--- config.mk ---
export PLATFORM = sky130hd
export DESIGN_NAME = signature_length_deframer
export DESIGN_NICKNAME = d
export VERILOG_FILES = /design/src/rtl/core/sld_pkg.sv /design/src/rtl/core/sld_out_buf.sv /design/src/rtl/core/signature_length_deframer.sv
export VERILOG_INCLUDE_DIRS = /design/src /design/src/rtl/core
export SDC_FILE = /design/constraint.sdc
export NUM_CORES = 1
export LEC_CHECK = 0
export BUFFER_PORTS_ARGS = -buffer_cell sky130_fd_sc_hd__buf_4
export CAP_MARGIN = 20
export CORE_UTILIZATION = 59
export DETAILED_ROUTE_END_ITERATION = 8
export GPL_TIMING_DRIVEN = 0
export PLACE_DENSITY = 0.81
export SETUP_SLACK_MARGIN = 0.2
export SYNTH_ARGS = -nofsm -noshare
export SYNTH_HDL_FRONTEND = slang
export SYNTH_SLANG_ARGS = --single-unit
--- constraint.sdc ---
create_clock -name clk_i -period 3.6 [get_ports clk_i]
set_input_delay 0.72 -clock clk_i [delete_from_list [all_inputs] [get_ports clk_i]]
set_output_delay 0.72 -clock clk_i [all_outputs]
set_load 0.02 [all_outputs]
--- src/rtl/core/signature_length_deframer_assert.svh ---
// Assertion macros for the signature length deframer.
`ifndef SIGNATURE_LENGTH_DEFRAMER_ASSERT_SVH
`define SIGNATURE_LENGTH_DEFRAMER_ASSERT_SVH

`ifndef SYNTHESIS
`define SLD_ASSERT_IMPLY(label, clk, rst_n, ante, cons) \
  label: assert property (@(posedge clk) disable iff (!rst_n) (ante) |-> (cons)) \
    else $error("sld assertion failed");
`define SLD_ASSERT_NEXT(label, clk, rst_n, ante, cons) \
  label: assert property (@(posedge clk) disable iff (!rst_n) (ante) |=> (cons)) \
    else $error("sld assertion failed");
`else
`define SLD_ASSERT_IMPLY(label, clk, rst_n, ante, cons)
`define SLD_ASSERT_NEXT(label, clk, rst_n, ante, cons)
`endif

`endif

--- src/rtl/core/sld_pkg.sv ---
// Shared constants, types and helpers of the signature length deframer.
package sld_pkg;

  localparam int unsigned ByteW       = 8;
  localparam int unsigned MaxSigBytes = 8;
  localparam int unsigned MaxLenBytes = 8;
  localparam int unsigned WindowW     = MaxSigBytes * ByteW;
  localparam int unsigned MsgLenW     = MaxLenBytes * ByteW;
  localparam int unsigned SigRegW     = 64;
  localparam int unsigned CountW      = 4;
  localparam int unsigned PhaseW      = 2;
  localparam int unsigned AddrW       = 5;
  localparam int unsigned DataW       = 64;
  localparam int unsigned RegIdxW     = 2;

  localparam logic [CountW-1:0] MaxSigCount = CountW'(MaxSigBytes);
  localparam logic [CountW-1:0] MaxLenCount = CountW'(MaxLenBytes);
  localparam logic [CountW-1:0] FillMax     = {CountW{1'b1}};

  localparam logic [PhaseW-1:0] PhaseSearch  = 2'd0;
  localparam logic [PhaseW-1:0] PhaseLength  = 2'd1;
  localparam logic [PhaseW-1:0] PhasePayload = 2'd2;

  localparam logic [RegIdxW-1:0] RegSignature = 2'd0;
  localparam logic [RegIdxW-1:0] RegSigLength = 2'd1;
  localparam logic [RegIdxW-1:0] RegLenBytes  = 2'd2;

  typedef struct packed {
    logic [ByteW-1:0] payload_byte;
    logic             payload_last;
  } sld_result_t;

  // A count of zero means one; anything above the bound means the bound.
  function automatic logic [CountW-1:0] clamp_count(logic [CountW-1:0] v,
                                                    logic [CountW-1:0] hi);
    logic [CountW-1:0] r;
    r = v;
    if (v == '0) begin
      r = CountW'(1);
    end else if (v > hi) begin
      r = hi;
    end
    return r;
  endfunction

endpackage

--- src/rtl/core/sld_out_buf.sv ---
// Two-entry output buffer that holds result words for the downstream side.
module sld_out_buf (
  input  logic                 clk_i,
  input  logic                 rst_ni,
  input  logic                 res_valid_i,
  input  sld_pkg::sld_result_t res_i,
  output logic                 full_o,
  output logic                 out_valid_o,
  output sld_pkg::sld_result_t out_o,
  input  logic                 out_stall_i
);

  logic                 main_valid_q, main_valid_d;
  logic                 skid_valid_q, skid_valid_d;
  sld_pkg::sld_result_t main_q, main_d;
  sld_pkg::sld_result_t skid_q, skid_d;

  always_comb begin
    main_valid_d = main_valid_q;
    skid_valid_d = skid_valid_q;
    main_d       = main_q;
    skid_d       = skid_q;
    if (!main_valid_q || !out_stall_i) begin
      if (skid_valid_q) begin
        // The input is stalled while the skid entry is full.
        main_d       = skid_q;
        main_valid_d = 1'b1;
        skid_valid_d = 1'b0;
      end else begin
        main_d       = res_i;
        main_valid_d = res_valid_i;
      end
    end else if (res_valid_i) begin
      skid_d       = res_i;
      skid_valid_d = 1'b1;
    end
  end

  always_ff @(posedge clk_i or negedge rst_ni) begin
    if (!rst_ni) begin
      main_valid_q <= 1'b0;
      skid_valid_q <= 1'b0;
    end else begin
      main_valid_q <= main_valid_d;
      skid_valid_q <= skid_valid_d;
    end
  end

  always_ff @(posedge clk_i) begin
    main_q <= main_d;
    skid_q <= skid_d;
  end

  assign full_o      = skid_valid_q;
  assign out_valid_o = main_valid_q;
  assign out_o       = main_q;

endmodule

--- src/rtl/core/signature_length_deframer.sv ---
// Top level of the signature length deframer with its register port.
// The deframer takes one byte per clock while in_stall_o is low and returns each payload word
// through the main or skid register of the output buffer. All per-byte work (window shift and
// signature compare, length field shift, payload down-count) is done combinationally ahead of
// the phase registers, so the sustained rate is one byte per cycle while in_stall_o is low.
// Results go through a two-entry output buffer; in_stall_o rises only when both entries are
// held by a stalled output, and reads and writes of the registers take effect at once.
`include "signature_length_deframer_assert.svh"

module signature_length_deframer (
  input  logic                        clk_i,
  input  logic                        rst_ni,
  input  logic                        in_valid_i,
  output logic                        in_stall_o,
  input  logic [sld_pkg::ByteW-1:0]   rx_byte_i,
  output logic                        out_valid_o,
  input  logic                        out_stall_i,
  output logic [sld_pkg::ByteW-1:0]   payload_byte_o,
  output logic                        payload_last_o,
  input  logic                        psel,
  input  logic                        penable,
  input  logic                        pwrite,
  input  logic [sld_pkg::AddrW-1:0]   paddr,
  input  logic [sld_pkg::DataW-1:0]   pwdata,
  output logic [sld_pkg::DataW-1:0]   prdata,
  output logic                        pready
);

  logic [sld_pkg::SigRegW-1:0] sig_q;
  logic [sld_pkg::CountW-1:0]  sig_len_q;
  logic [sld_pkg::CountW-1:0]  len_bytes_q;
  logic [sld_pkg::RegIdxW-1:0] reg_idx;
  logic                        cfg_write;

  assign pready    = 1'b1;
  assign reg_idx   = paddr[sld_pkg::AddrW-1:sld_pkg::AddrW-sld_pkg::RegIdxW];
  assign cfg_write = psel && penable && pwrite && pready;

  always_ff @(posedge clk_i or negedge rst_ni) begin
    if (!rst_ni) begin
      sig_q       <= '0;
      sig_len_q   <= sld_pkg::CountW'(1);
      len_bytes_q <= sld_pkg::CountW'(1);
    end else if (cfg_write) begin
      case (reg_idx)
        sld_pkg::RegSignature: sig_q       <= pwdata[sld_pkg::SigRegW-1:0];
        sld_pkg::RegSigLength: sig_len_q   <= pwdata[sld_pkg::CountW-1:0];
        sld_pkg::RegLenBytes:  len_bytes_q <= pwdata[sld_pkg::CountW-1:0];
        default: ;
      endcase
    end
  end

  always_comb begin
    case (reg_idx)
      sld_pkg::RegSignature: prdata = sld_pkg::DataW'(sig_q);
      sld_pkg::RegSigLength: prdata = sld_pkg::DataW'(sig_len_q);
      sld_pkg::RegLenBytes:  prdata = sld_pkg::DataW'(len_bytes_q);
      default:               prdata = '0;
    endcase
  end

  // Deframing state.
  logic [sld_pkg::PhaseW-1:0]  phase_q, phase_d;
  logic [sld_pkg::WindowW-1:0] window_q, window_d;
  logic [sld_pkg::CountW-1:0]  fill_q, fill_d;
  // Holds the gathered length, then counts down the payload bytes still to come.
  logic [sld_pkg::MsgLenW-1:0] msg_len_q, msg_len_d;

  logic                        accept;
  logic [sld_pkg::CountW-1:0]  sig_n, len_n, fill_inc;
  logic [sld_pkg::WindowW-1:0] window_shift;
  logic [sld_pkg::MsgLenW-1:0] msg_shift;
  logic [sld_pkg::MaxSigBytes-1:0] byte_ok;
  logic                        sig_match;
  logic                        res_valid;
  sld_pkg::sld_result_t        res;
  sld_pkg::sld_result_t        out_word;
  logic                        buf_full;

  assign accept       = in_valid_i && !in_stall_o;
  assign sig_n        = sld_pkg::clamp_count(sig_len_q, sld_pkg::MaxSigCount);
  assign len_n        = sld_pkg::clamp_count(len_bytes_q, sld_pkg::MaxLenCount);
  assign fill_inc     = (fill_q == sld_pkg::FillMax) ? fill_q
                                                     : fill_q + sld_pkg::CountW'(1);
  assign window_shift = (window_q << sld_pkg::ByteW) | sld_pkg::WindowW'(rx_byte_i);
  assign msg_shift    = (msg_len_q << sld_pkg::ByteW) | sld_pkg::MsgLenW'(rx_byte_i);

  always_comb begin
    for (int i = 0; i < sld_pkg::MaxSigBytes; i++) begin
      byte_ok[i] = (sld_pkg::CountW'(i) >= sig_n) ||
                   (window_shift[i*sld_pkg::ByteW +: sld_pkg::ByteW] ==
                    sig_q[i*sld_pkg::ByteW +: sld_pkg::ByteW]);
    end
  end

  assign sig_match = &byte_ok;

  always_comb begin
    phase_d              = phase_q;
    window_d             = window_q;
    fill_d               = fill_q;
    msg_len_d            = msg_len_q;
    res_valid            = 1'b0;
    res.payload_byte     = rx_byte_i;
    res.payload_last     = (msg_len_q == sld_pkg::MsgLenW'(1));
    if (accept) begin
      case (phase_q)
        sld_pkg::PhaseSearch: begin
          window_d = window_shift;
          fill_d   = fill_inc;
          if (fill_inc >= sig_n && sig_match) begin
            phase_d   = sld_pkg::PhaseLength;
            window_d  = '0;
            fill_d    = '0;
            msg_len_d = '0;
          end
        end
        sld_pkg::PhaseLength: begin
          msg_len_d = msg_shift;
          fill_d    = fill_inc;
          if (fill_inc >= len_n) begin
            fill_d = '0;
            if (msg_shift == '0) begin
              phase_d  = sld_pkg::PhaseSearch;
              window_d = '0;
            end else begin
              phase_d = sld_pkg::PhasePayload;
            end
          end
        end
        sld_pkg::PhasePayload: begin
          res_valid = 1'b1;
          msg_len_d = msg_len_q - sld_pkg::MsgLenW'(1);
          if (res.payload_last) begin
            phase_d  = sld_pkg::PhaseSearch;
            window_d = '0;
            fill_d   = '0;
          end
        end
        default: begin
          phase_d  = sld_pkg::PhaseSearch;
          window_d = '0;
          fill_d   = '0;
        end
      endcase
    end
  end

  always_ff @(posedge clk_i or negedge rst_ni) begin
    if (!rst_ni) begin
      phase_q   <= sld_pkg::PhaseSearch;
      window_q  <= '0;
      fill_q    <= '0;
      msg_len_q <= '0;
    end else begin
      phase_q   <= phase_d;
      window_q  <= window_d;
      fill_q    <= fill_d;
      msg_len_q <= msg_len_d;
    end
  end

  sld_out_buf u_out_buf (
    .clk_i       (clk_i),
    .rst_ni      (rst_ni),
    .res_valid_i (res_valid),
    .res_i       (res),
    .full_o      (buf_full),
    .out_valid_o (out_valid_o),
    .out_o       (out_word),
    .out_stall_i (out_stall_i)
  );

  assign in_stall_o     = buf_full;
  assign payload_byte_o = out_word.payload_byte;
  assign payload_last_o = out_word.payload_last;

  `SLD_ASSERT_IMPLY(a_res_only_in_payload, clk_i, rst_ni, res_valid, phase_q == sld_pkg::PhasePayload)
  `SLD_ASSERT_IMPLY(a_payload_len_nonzero, clk_i, rst_ni, phase_q == sld_pkg::PhasePayload, msg_len_q != '0)
  `SLD_ASSERT_NEXT(a_last_ends_frame, clk_i, rst_ni, res_valid && res.payload_last, phase_q == sld_pkg::PhaseSearch && fill_q == '0 && window_q == '0)
  `SLD_ASSERT_IMPLY(a_stall_needs_output, clk_i, rst_ni, in_stall_o, out_valid_o)

endmodule

==> impl_summary.txt <==
----------------------------------------------------
[Outcome]
  Status ... complete, no violations

[Timing]
  Fin crit period ... 3370 ps
  Count of final hold-check violations ... 0
  Pins Over Slew Limit ... 0
  Maximum clock rate ... slightly below 300 MHz
  Sum of negative setup slack ... 0 ps
  Post-route worst hold slack ... 211 ps
  Measured slew at the worst slew-check pin ... roughly 970 ps
  Final Cycle Share ... a little over nine tenths
  Max-Slew Margin vs Limit ... between 30% and 40%
  Setup-failing EPs final ... 0
  Setup repair after global routing missed its margin ... yes
  Final Skew ... 16.2 ps

[Clock network]
  Longest Clk Path Bufs ... 3
  Clock transition time at the flip-flop clock pins of the worst setup and hold paths ... around 70 ps
  H-Tree Level Count ... 1
  Clock tree from TritonCTS ... done
  Library cell used as clock root buffer ... sky130_fd_sc_hd__clkbuf_16
  CTS Buf Count ... 24
  Clock Latency Late Sink ... ~530 ps
  TritonCTS sink count ... 218

[Synthesis]
  Cell variety after synth ... 69
  Largest area contributor in the netlist ... sky130_fd_sc_hd__dfrtp_1
  Post-synthesis register bit count ... 218
  Avg Synthesized Cell Area ... approximately 9.6 µm²
  Share of the yosys chip area belonging to registers ... between 40% and 50%
  Cells after Synth ... around 1,300
  Mapped Nets ... 1,381
  Cell types occupying the most area after synthesis ... sky130_fd_sc_hd__dfrtp_1, sky130_fd_sc_hd__mux2_2, sky130_fd_sc_hd__edfxtp_1, sky130_fd_sc_hd__o22ai_1, sky130_fd_sc_hd__nand2_1
  Post-Syn Area ... between 10,000 and 15,000 µm²
  Yosys warning count ... 0
  Count of flip-flops with a built-in enable after synthesis ... 18
  Fraction of synthesized cell area taken by the top area cell type ... 40.4%
  Flip-flop cell with the highest count after synthesis ... sky130_fd_sc_hd__dfrtp_1
  Post-synthesis async set-or-reset flop share ... just over 90%

[Placement]
  Half-perimeter wire length after placement ... about 27 mm
  Final weighted congestion in routability-driven placement ... ~0.95
  Buffers on Ports ... ~150
  Cell Count Post-Placement ... ~1,700

[Routing]
  Routed WL ... roughly 39 mm
  Routed Antenna Nets ... 0
  Wirelength per Cell ... 22.2 µm
  Vias per cell ... approximately 6.5
  First-pass detailed-route iteration total ... 8
  Iter 0 DRT Violations ... around 1,500
  Post-detailed-route DRC marker count ... 0
  Count of vias placed by the detailed router ... ~11,000

[Pwr]
  Proportion of power drawn by flip-flops and latches ... a little under a third
  Net switching power figure ... approximately 6.3 mW
  Clock group share of total power ... about a fifth
  Switching portion of total power ... between 40% and 50%
  Max rail drop VDD ... approximately 0.44 mV
  Combinational group share of total power ... a little under 50%
  Cell internal pwr ... around 7.4 mW
  Areal power density over the cells ... 923 nW/µm²
  Leak Pwr ... roughly 6.4 nW

[Die]
  Core area ... just over 20,000 µm²
  Width of the chip ... between 100 and 150 µm
  Num rows ... 52
  Die Footprint ... 21,300 µm²
  Boundary Pins ... between 150 and 200
  Die Y-Extent ... 146 µm
  Initial Util ... 60.4%

[Global route]
  Initial antenna violation count ... 0
  Maximum number of pins on one net before global-route repair ... about 110
  GRT Total Usage ... between 30% and 40%
  Overflow after GRT ... 0
  Global-route wire length before repair ... between 60 and 70 mm
  Number of global-route vias before repair ... about 11,000

[Worst setup path]
  Slowest cell delay on critical path ... 680 ps
  Critical-path cell with the highest stage delay ... sky130_fd_sc_hd__or4b_2
  Worst path buffer plus inverter count ... 1
  CP Class ... reg -> reg
  Sort of element at the start of the critical path ... flip-flop
  Family with the most delay on the worst path ... simple AND/OR/NAND/NOR gates
  Largest driver fanout on the critical path ... 10
  Crit path cell chain ... inv_1 > ha_1 > or4b_2 > nor2_1 > nand3_2 > nor3_1 > a32oi_1 > o32ai_1
  Worst EP arrival ... around 3800 ps
  CP required ... 4010 ps
  Crit. End Element ... flip-flop

[Cells and area]
  Filler-free cell count of the finished design ... 1,754
  ANT cells ... 0
  Area taken by multi-input logic gates ... around 6000 µm²
  Final #Nets ... between 1,500 and 2,000
  Seq. cell area ... 5550 µm²
  Filler cell count in the final layout ... about 1,500
  Layout cell share with drive strength beyond 1 ... 23.3%
  Area growth syn-to-layout ... 20.9%

[Hold path]
  Tightest Hold Check Type ... in -> async

[Flow run]
  Number of max-cap violations ... 0

----------------------------------------------------
[worst paths after layout]
| path | start | end | slack (ps) | depth (start not counted) |
|---|---|---|---|---|
| min in group clk_i | pwdata[18] | sig_q[18] | 430 | 2 |
| hold reg to reg | msg_len_q[62] | msg_len_q[62] | 510 | 1 |
| setup reg to reg | msg_len_q[0] | msg_len_q[34] | 230 | 8 |
| max in group asynchronous | rst_ni | sig_q[28] | 2370 | 2 |
| hold / removal | rst_ni | msg_len_q[18] | 210 | 1 |
| setup / recovery | msg_len_q[0] | msg_len_q[34] | 230 | 8 |
[layer usage]
metal / global-route usage, % / wire length, µm / vias up
li1: - / - / 4975
met1: 50.7 / 15700 / 5471
met2: 54.6 / 17300 / 742
met3: 10.3 / 4650 / 128
met4: 11.1 / 1270 / 0
met5: 0 / 0 / -
[power by group through the flow]
stage / Clock [mW] / Sequential (mW) / Combinational, mW
after detailed placement: 0 / 4.13 / 6.15
after global routing: 3.01 / 4.22 / 7.08
after floorplan: 0 / 3.84 / 4.43
after global placement: 0 / 4.11 / 6.04
final: 2.91 / 4.15 / 6.61
after CTS: 2.92 / 4.10 / 6.25
[Yosys cell counts (all sizes together), types with 4 or more instances]
library cell / n
dfrtp: 198
nand2: 126
inv: 114
mux2: 89
o22ai: 83
and2: 64
a21oi: 54
o21ai: 54
nor2: 53
clkbuf: 51
xor2: 45
nor3: 41
nor4: 33
buf: 29
a32oi: 27
xnor2: 26
edfxtp: 18
a22oi: 17
ha: 16
o32ai: 15
nand4: 14
nand3: 13
a221oi: 10
nand2b: 8
mux2i: 7
o221ai: 7
or4: 7
o31a: 6
a211oi: 5
or3: 5
a211o: 4
a31oi: 4
[worst register-to-register path, cell delays in order, from the launching register on]
cell and delay, ps:
sky130_fd_sc_hd__dfrtp_1 450, sky130_fd_sc_hd__inv_1 160, sky130_fd_sc_hd__ha_1 280, sky130_fd_sc_hd__or4b_2 680, sky130_fd_sc_hd__nor2_1 340, sky130_fd_sc_hd__nand3_2 280, sky130_fd_sc_hd__nor3_1 520, sky130_fd_sc_hd__a32oi_1 230
sky130_fd_sc_hd__o32ai_1 330
[cell families after synthesis]
| family | Yosys count | synth area share [%] |
|---|---|---|
| flip-flops | 218 | 45.3 |
| multiplexers | 96 | 8.75 |
| AND/OR/NAND/NOR | 380 | 15.8 |
| AO/OA/AOI/OAI | 304 | 16.8 |
| buffers and inverters | 195 | 6.61 |
| XOR/XNOR | 71 | 5.08 |
| other | 1 | 0.0306 |
| adder cells (fa/ha/maj) | 16 | 1.63 |
[stage by stage]
stage                     total power, mW  utilization, %  area [µm²]  setup WS [ps]
final                                13.7            73.0       14800            227
after global routing                 14.3            73.0       14800            152
after CTS                            13.3            72.6       14700            199
after detailed placement             10.3            67.9       13800          -93.8
after floorplan                      8.27               -       12300            507
after global placement               10.1            67.7       13700           -107
[sequential cells by signal (all words and copies together), names as in the netlist, 2 cells and up]
register / cells
msg_len_q: 64
sig_q: 64
window_q: 56
u_out_buf.out_o: 9
u_out_buf.skid_q: 9
fill_q: 4
len_bytes_q: 4
sig_len_q: 4
phase_q: 2
[placed cells by master, fill, tap and decap left out, drive strengths merged, types with 4 or more instances in the layout]
cell / synthesis / layout
dfrtp: 198 / 198
buf: 29 / 185
nand2: 126 / 126
inv: 114 / 115
mux2: 89 / 89
o22ai: 83 / 83
clkbuf: 51 / 79
and2: 64 / 64
o21ai: 54 / 54
a21oi: 54 / 54
nor2: 53 / 53
xor2: 45 / 45
nor3: 41 / 41
nor4: 33 / 33
a32oi: 27 / 27
xnor2: 26 / 26
edfxtp: 18 / 18
a22oi: 17 / 17
ha: 16 / 16
o32ai: 15 / 15
nand4: 14 / 14
nand3: 13 / 13
a221oi: 10 / 10
nand2b: 8 / 8
bufinv: 0 / 8
mux2i: 7 / 7
or4: 7 / 7
clkinv: 1 / 7
o221ai: 7 / 7
o31a: 6 / 6
or3: 5 / 5
a211oi: 5 / 5
a31oi: 4 / 4
clkinvlp: 0 / 4
a211o: 4 / 4
[cell type report]
type	instances	share of cell area, %
inverters	115	2.91
well taps	270	2.28
multi-input cells	868	40.2
plain buffers	80	2.60
repair buffers	159	8.22
flip-flops and latches	218	37.4
clock inverters	19	2.08
clock buffers	25	4.22
[timing repair]
item | in CTS | in global routing
pin swaps | 0 | 2
hold buffers | 0 | 0
resized for setup | 4 | 16
endpoints found under the setup margin | 20 | 105
buffers inserted | 0 | 4
(Power assumes the default switching activity.)
